### src/rtl/core/sfcd_pkg.sv
// ----------------------------------------------------------------------------
// sfcd_pkg
// Shared constants and helper functions for the sensor frame CRC decoder.
// ----------------------------------------------------------------------------
package sfcd_pkg;

  localparam int unsigned ByteW  = 8;
  localparam int unsigned WordW  = 16;
  localparam int unsigned IdxW   = 3;
  localparam int unsigned TempW  = 9;
  localparam int unsigned HumW   = 7;
  localparam int unsigned OutDataW = TempW + HumW;

  localparam logic [ByteW-1:0] CrcInit = 8'hFF;
  localparam logic [ByteW-1:0] CrcPoly = 8'h31;

  localparam logic [ByteW-1:0] TempSpan   = 8'd175;
  localparam logic [ByteW-1:0] HumSpan    = 8'd100;
  localparam logic [WordW:0]   FullScale  = 17'd65535;
  localparam logic [TempW-1:0] TempOffset = 9'd45;

  // reply byte positions
  localparam logic [IdxW-1:0] PosTempMsb = 3'd0;
  localparam logic [IdxW-1:0] PosTempLsb = 3'd1;
  localparam logic [IdxW-1:0] PosTempCrc = 3'd2;
  localparam logic [IdxW-1:0] PosHumMsb  = 3'd3;
  localparam logic [IdxW-1:0] PosHumLsb  = 3'd4;
  localparam logic [IdxW-1:0] PosHumCrc  = 3'd5;

  // CRC-8, MSB first, one byte
  function automatic logic [ByteW-1:0] crc8_byte(logic [ByteW-1:0] crc,
                                                 logic [ByteW-1:0] data);
    logic [ByteW-1:0] v;
    v = crc ^ data;
    for (int k = 0; k < ByteW; k++) begin
      if (v[ByteW-1]) begin
        v = {v[ByteW-2:0], 1'b0} ^ CrcPoly;
      end else begin
        v = {v[ByteW-2:0], 1'b0};
      end
    end
    return v;
  endfunction

  // floor(span * raw / 65535): quotient from the top bits, one correction step
  function automatic logic [ByteW-1:0] scale_word(logic [WordW-1:0] raw,
                                                  logic [ByteW-1:0] span);
    logic [WordW+ByteW-1:0] prod;
    logic [ByteW-1:0]       q;
    logic [WordW:0]         r;
    prod = {{ByteW{1'b0}}, raw} * {{WordW{1'b0}}, span};
    q    = prod[WordW+ByteW-1:WordW];
    r    = {1'b0, prod[WordW-1:0]} + {{(WordW+1-ByteW){1'b0}}, q};
    if (r >= FullScale) begin
      q = q + 8'd1;
    end
    return q;
  endfunction

endpackage

### src/rtl/core/sensor_frame_crc_decoder_core.sv
// ----------------------------------------------------------------------------
// sensor_frame_crc_decoder_core
// Six-byte humidity/temperature reply decoder with CRC-8 pair checks.
// ----------------------------------------------------------------------------
// Takes one reply byte per cycle (1 item/cycle sustained) through an input
// register; CRC update and scaling sit between that register and the result
// register, so a result follows its sixth byte through both of these registers.
// The sixth byte of a reply yields one result item; a failed checksum gives
// zero temperature and humidity with crc_ok low. tuser high on an input byte
// restarts the reply at that byte. Only a full result register that is not
// being drained stalls the input.
module sensor_frame_crc_decoder_core
  import sfcd_pkg::*;
(
  input  logic                clk_i,
  input  logic                rst_ni,
  input  logic                s_axis_tvalid,
  output logic                s_axis_tready,
  input  logic [ByteW-1:0]    s_axis_tdata,  // [7:0] rx_byte
  input  logic                s_axis_tuser,  // [0] frame_start
  output logic                m_axis_tvalid,
  input  logic                m_axis_tready,
  output logic [OutDataW-1:0] m_axis_tdata,  // [8:0] temperature_c, [15:9] humidity_pct
  output logic                m_axis_tuser   // [0] crc_ok
);

  logic             in_valid_q;
  logic [ByteW-1:0] in_byte_q;
  logic             in_start_q;

  logic [IdxW-1:0]  idx_q, idx_d;
  logic [ByteW-1:0] crc_q, crc_d;
  logic [WordW-1:0] temp_raw_q, temp_raw_d;
  logic [WordW-1:0] hum_raw_q, hum_raw_d;
  logic             temp_ok_q, temp_ok_d;

  logic                    out_valid_q;
  logic signed [TempW-1:0] out_temp_q, out_temp_d;
  logic [HumW-1:0]         out_hum_q, out_hum_d;
  logic                    out_ok_q, out_ok_d;

  logic             proc;
  logic             emit;
  logic [IdxW-1:0]  idx_eff;
  logic [ByteW-1:0] crc_eff;
  logic [ByteW-1:0] crc_next;
  logic             frame_ok;
  logic [ByteW-1:0] temp_scaled;
  logic [ByteW-1:0] hum_scaled;

  assign proc          = in_valid_q && (!out_valid_q || m_axis_tready);
  assign s_axis_tready = !in_valid_q || proc;

  always_ff @(posedge clk_i or negedge rst_ni) begin
    if (!rst_ni) begin
      in_valid_q <= 1'b0;
    end else if (s_axis_tready) begin
      in_valid_q <= s_axis_tvalid;
    end
  end

  always_ff @(posedge clk_i) begin
    if (s_axis_tready && s_axis_tvalid) begin
      in_byte_q  <= s_axis_tdata;
      in_start_q <= s_axis_tuser;
    end
  end

  always_comb begin
    if (in_start_q || (idx_q > PosHumCrc)) begin
      idx_eff = PosTempMsb;
      crc_eff = CrcInit;
    end else begin
      idx_eff = idx_q;
      crc_eff = crc_q;
    end
  end

  assign crc_next    = crc8_byte(crc_eff, in_byte_q);
  assign frame_ok    = temp_ok_q && (crc_eff == in_byte_q);
  assign temp_scaled = scale_word(temp_raw_q, TempSpan);
  assign hum_scaled  = scale_word(hum_raw_q, HumSpan);

  always_comb begin
    crc_d      = crc_q;
    temp_raw_d = temp_raw_q;
    hum_raw_d  = hum_raw_q;
    temp_ok_d  = temp_ok_q;
    emit       = 1'b0;
    idx_d      = idx_q;
    if (proc) begin
      idx_d = (idx_eff >= PosHumCrc) ? PosTempMsb : idx_eff + 3'd1;
      unique case (idx_eff)
        PosTempMsb: begin
          temp_raw_d = {in_byte_q, {ByteW{1'b0}}};
          crc_d      = crc_next;
        end
        PosTempLsb: begin
          temp_raw_d = {temp_raw_q[WordW-1:ByteW], in_byte_q};
          crc_d      = crc_next;
        end
        PosTempCrc: begin
          temp_ok_d = (crc_eff == in_byte_q);
          crc_d     = CrcInit;
        end
        PosHumMsb: begin
          hum_raw_d = {in_byte_q, {ByteW{1'b0}}};
          crc_d     = crc_next;
        end
        PosHumLsb: begin
          hum_raw_d = {hum_raw_q[WordW-1:ByteW], in_byte_q};
          crc_d     = crc_next;
        end
        default: begin
          emit  = 1'b1;
          crc_d = CrcInit;
        end
      endcase
    end
  end

  always_comb begin
    if (frame_ok) begin
      out_temp_d = $signed({1'b0, temp_scaled} - TempOffset);
      out_hum_d  = hum_scaled[HumW-1:0];
    end else begin
      out_temp_d = '0;
      out_hum_d  = '0;
    end
    out_ok_d = frame_ok;
  end

  always_ff @(posedge clk_i or negedge rst_ni) begin
    if (!rst_ni) begin
      idx_q      <= PosTempMsb;
      crc_q      <= CrcInit;
      temp_raw_q <= '0;
      hum_raw_q  <= '0;
      temp_ok_q  <= 1'b0;
    end else begin
      idx_q      <= idx_d;
      crc_q      <= crc_d;
      temp_raw_q <= temp_raw_d;
      hum_raw_q  <= hum_raw_d;
      temp_ok_q  <= temp_ok_d;
    end
  end

  always_ff @(posedge clk_i or negedge rst_ni) begin
    if (!rst_ni) begin
      out_valid_q <= 1'b0;
    end else if (emit) begin
      out_valid_q <= 1'b1;
    end else if (m_axis_tready) begin
      out_valid_q <= 1'b0;
    end
  end

  always_ff @(posedge clk_i) begin
    if (emit) begin
      out_temp_q <= out_temp_d;
      out_hum_q  <= out_hum_d;
      out_ok_q   <= out_ok_d;
    end
  end

  assign m_axis_tvalid = out_valid_q;
  assign m_axis_tdata  = {out_hum_q, out_temp_q};
  assign m_axis_tuser  = out_ok_q;

  a_idx_range: assert property (@(posedge clk_i) disable iff (!rst_ni)
    idx_q <= PosHumCrc)
    else $error("byte position out of range");

  a_fail_zero: assert property (@(posedge clk_i) disable iff (!rst_ni)
    m_axis_tvalid && !m_axis_tuser |-> m_axis_tdata == '0)
    else $error("failed frame carries nonzero data");

  a_hum_range: assert property (@(posedge clk_i) disable iff (!rst_ni)
    m_axis_tvalid |-> m_axis_tdata[OutDataW-1:TempW] <= 7'd100)
    else $error("humidity above full scale");

  a_emit_valid: assert property (@(posedge clk_i) disable iff (!rst_ni)
    emit |=> m_axis_tvalid)
    else $error("result lost");

  a_stall: assert property (@(posedge clk_i) disable iff (!rst_ni)
    in_valid_q && out_valid_q && !m_axis_tready |-> !s_axis_tready)
    else $error("input taken while result stalled");

endmodule

### config.mk
export PLATFORM = sky130hd
export DESIGN_NAME = sensor_frame_crc_decoder_core
export DESIGN_NICKNAME = d
export VERILOG_FILES = /design/src/rtl/core/sfcd_pkg.sv /design/src/rtl/core/sensor_frame_crc_decoder_core.sv
export SDC_FILE = /design/constraint.sdc
export NUM_CORES = 1
export LEC_CHECK = 0
export ABC_AREA = 1
export BUFFER_PORTS_ARGS = -buffer_cell sky130_fd_sc_hd__buf_2
export CORE_UTILIZATION = 40
export DETAILED_ROUTE_END_ITERATION = 10
export GPL_TIMING_DRIVEN = 1
export PLACE_DENSITY = 0.56
export SETUP_SLACK_MARGIN = 0.05
export SLEW_MARGIN = 15
export SYNTH_ARGS = -nofsm -noshare
export SYNTH_HDL_FRONTEND = slang
export SYNTH_SLANG_ARGS = --single-unit
export TNS_END_PERCENT = 1
### constraint.sdc
create_clock -name clk_i -period 6.6 [get_ports clk_i]
set_input_delay 1.98 -clock clk_i [delete_from_list [all_inputs] [get_ports clk_i]]
set_output_delay 1.98 -clock clk_i [all_outputs]
set_load 0.01 [all_outputs]
==> results.sh <==
export IMPL_result_of_the_run="finished clean"
export IMPL_dr_first_iter_drc_count=279
export IMPL_setup_violations=0
export IMPL_clock_skew_ns=0.00595
export IMPL_initial_core_util=0.407
export IMPL_unrepaired_setup_endpoints_after_global_routing="yes"
export IMPL_slew_limit_headroom=0.368
export IMPL_post_route_util=0.479
export IMPL_ys_flop_type="sky130_fd_sc_hd__dfrtp_1"
export IMPL_number_of_global_route_vias_before_repair=7127
export IMPL_groute_usage_overall=0.175
export IMPL_die_area_um2=23700
export IMPL_final_hold_viol_count=0
export IMPL_worstSetupPathType="reg2reg"
export IMPL_multi_input_comb_area_um2=6610
export IMPL_end_kind="flip-flop"
export IMPL_synthTopCellsByArea="sky130_fd_sc_hd__ha_1 19%, sky130_fd_sc_hd__fa_1 14%, sky130_fd_sc_hd__inv_1 12%"
export IMPL_gp_congestion=0.840
export IMPL_routed_wirelength_um=19800
export IMPL_clock_fmax_ghz=0.156
export IMPL_routedWlPerCell_um=12.9
export IMPL_worst_pin_slew_ns=0.939
export IMPL_post_route_period_util=0.970
export IMPL_fp_coreArea_um2=22600
export IMPL_post_cts_hold_buffers=0
export IMPL_syn_nets=1379
export IMPL_grt_met3_usage=0.0251
export IMPL_antenna_cells_inserted=0
export IMPL_grt_busiest_layer="met2"
export IMPL_maximum_number_of_pins_on_one_net_before_global_route_repair=47
export IMPL_post_synth_most_frequent_cells="289 x sky130_fd_sc_hd__inv_1, 178 x sky130_fd_sc_hd__nand2_1, 140 x sky130_fd_sc_hd__ha_1"
export IMPL_grt_use_met2=0.289
export IMPL_synth_enable_flop_cells=26
export IMPL_synth_seq_area_share=0.211
export IMPL_grt_first_pass_wirelength_um=33600
export IMPL_synth_async_reset_ratio=0.639
export IMPL_start_kind="flip-flop"
export IMPL_dpl_hpwl_um=16800
export IMPL_grt_met1_usage=0.246
export IMPL_synthCells=1160
export IMPL_grt_overflow_total=0
export IMPL_final_max_slew_viol_count=0
export IMPL_crit_path_max_fanout=8
export IMPL_area_sequential_um2=1950
export IMPL_die_height_um=154
export IMPL_number_of_vias_after_detailed_routing=7285
export IMPL_timing_critical_path_required_ns=6.69
export IMPL_worstSkewPairLatency_ns=0.34
export IMPL_postRouteAntennaNets=0
export IMPL_final_min_clock_period_ns=6.40
export IMPL_fill_cells=2176
export IMPL_cts_sinks=72
export IMPL_synth_seq_cells=72
export IMPL_cts_root_to_sink_buffers=2
export IMPL_drc_errors=0
export IMPL_post_synth_top_count_cell="sky130_fd_sc_hd__inv_1"
export IMPL_placement_io_buffers=31
export IMPL_synth_top_area_share=0.190
export IMPL_root_buffer="sky130_fd_sc_hd__clkbuf_16"
export IMPL_max_cap_violations=0
export IMPL_cp_max_stage_delay_ns=0.55
export IMPL_crit_top_cell="sky130_fd_sc_hd__inv_2"
export IMPL_numnets_final=1462
export IMPL_die_w_um=154
export IMPL_min_delay_path_class="reg2reg"
export IMPL_clock_tree_from_tritoncts="yes"
export IMPL_area_growth_synth_to_final_pct=17.7
export IMPL_drive_above_1_share=0.181
export IMPL_vias_per_cell=4.75
export IMPL_drt_pre_antenna_iters=4
export IMPL_std_cell_rows=55
export IMPL_yosysWarnings=0
export IMPL_synth_cell_types=44
export IMPL_pin_count=32
export IMPL_cts_htree_levels=3
export IMPL_synth_area_um2=9220
export IMPL_worst_setup_hold_path_clk_slew_ns=0.06
export IMPL_synthesis_area_per_instance_um2=7.95
export IMPL_critical_path_arrival_ns=6.49
export IMPL_cp_slowest_cell="sky130_fd_sc_hd__fa_1"
export IMPL_antenna_found_initial=0
export IMPL_tritoncts_num_buffers=9
export IMPL_synth_area_leader_cell="sky130_fd_sc_hd__ha_1"
-- per-stage QoR --
stage | instance area, µm² | TNS [ns] | worst slack [ns] | hold slack [ns] | std cells
finish | 10900 | 0 | 0.200 | 0.476 | 1533
global route | 10900 | -1.62 | -0.255 | 0.502 | 1533
CTS | 10300 | 0 | 0.0488 | 0.480 | 1521
detailed placement | 9950 | 0 | 0.0122 | 0.471 | 1501
global placement | 9950 | 0 | 0.102 | 0.466 | 1501
floorplan | 9220 | 0 | 0.215 | 0.453 | 1160
-- registers in the layout, summed over array words and instances (netlist names) --
signal,count
temp_ok_q,1
idx_q,3
m_axis_tuser,1
out_temp_q,9
out_hum_q,7
in_start_q,1
in_byte_q,8
temp_raw_q,16
crc_q,8
hum_raw_q,16
in_valid_q,1
m_axis_tvalid,1
-- worst paths after layout --
check | end | cells past startpoint | startpoint | slack, ns
max reg2reg | out_temp_q[7] | 40 | temp_raw_q[6] | 0.20
max in group asynchronous | crc_q[6] | 2 | rst_ni | 4.52
min reg2reg | crc_q[5] | 2 | crc_q[5] | 0.48
min in group asynchronous | idx_q[0] | 1 | rst_ni | 1.53
max | out_temp_q[7] | 40 | temp_raw_q[6] | 0.20
min | crc_q[5] | 2 | crc_q[5] | 0.48
-- what timing repair did --
action                                  4_1_cts  5_1_grt
setup buffers                                 4       11
cloned                                        0        0
resized for setup                            10       84
pin swaps                                     4       47
endpoints found under the setup margin        4       16
-- layer usage --
layer / wire (µm) / up-vias
met3: 426 / 18
li1: - / 3835
met5: 0 / -
met1: 10200 / 3359
met4: 187 / 0
met2: 9000 / 73
-- cells in the final DEF, fill, tap and decap left out, types with 5 or more instances in the layout --
master,netlist,layout
sky130_fd_sc_hd__o22ai_1,13,13
sky130_fd_sc_hd__clkbuf_16,0,10
sky130_fd_sc_hd__nor2_2,4,8
sky130_fd_sc_hd__nor2_1,68,63
sky130_fd_sc_hd__xor2_1,39,38
sky130_fd_sc_hd__o21ai_1,4,5
sky130_fd_sc_hd__nand2_1,178,164
sky130_fd_sc_hd__buf_2,0,31
sky130_fd_sc_hd__nand3_2,10,11
sky130_fd_sc_hd__nor3_1,10,7
sky130_fd_sc_hd__inv_1,289,283
sky130_fd_sc_hd__inv_2,6,11
sky130_fd_sc_hd__ha_4,0,20
sky130_fd_sc_hd__a21oi_1,50,41
sky130_fd_sc_hd__a21o_1,6,6
sky130_fd_sc_hd__fa_1,66,64
sky130_fd_sc_hd__nand4_1,15,15
sky130_fd_sc_hd__a21oi_2,2,10
sky130_fd_sc_hd__dfstp_2,8,8
sky130_fd_sc_hd__dfrtp_1,38,28
sky130_fd_sc_hd__dfrtp_2,0,10
sky130_fd_sc_hd__xnor2_1,17,15
sky130_fd_sc_hd__ha_1,140,118
sky130_fd_sc_hd__nand3_1,65,62
sky130_fd_sc_hd__edfxtp_1,26,26
sky130_fd_sc_hd__o21ai_0,45,43
sky130_fd_sc_hd__nand2_2,11,23
sky130_fd_sc_hd__buf_4,0,44
-- cell families (layout without fill, tap and decap cells) --
family,Yosys count,after routing,share of synthesized area
AOI/OAI and AO/OA,146,146,0.0919
buffers and inverters,301,389,0.123
xor gates and xnor gates,56,56,0.0532
and+or+nand+nor,379,379,0.189
adders and majority gates,206,206,0.333
DFF,72,72,0.211
-- critical path: cells and delay by family, from the launching register on --
| kind | cells | cell delay, ns |
|---|---|---|
| simple gates | 21 | 1.92 |
| flops | 1 | 0.49 |
| buf+inv | 8 | 0.41 |
| fa+ha+maj | 7 | 2.71 |
| compound gates | 3 | 0.45 |
| xor+xnor | 1 | 0.15 |
-- cell type report --
| type | count | area share |
|---|---|---|
| inverters | 296 | 0.103 |
| clock inverters | 6 | 0.00450 |
| repair buffers | 77 | 0.0476 |
| clock buffers | 10 | 0.0231 |
| well taps | 285 | 0.0329 |
| flip-flops and latches | 72 | 0.180 |
| multi-input cells | 787 | 0.609 |
Power is left out: the tool's default activity adds up to more than one toggle a clock period on the data nets, which glitch-free logic cannot reach.
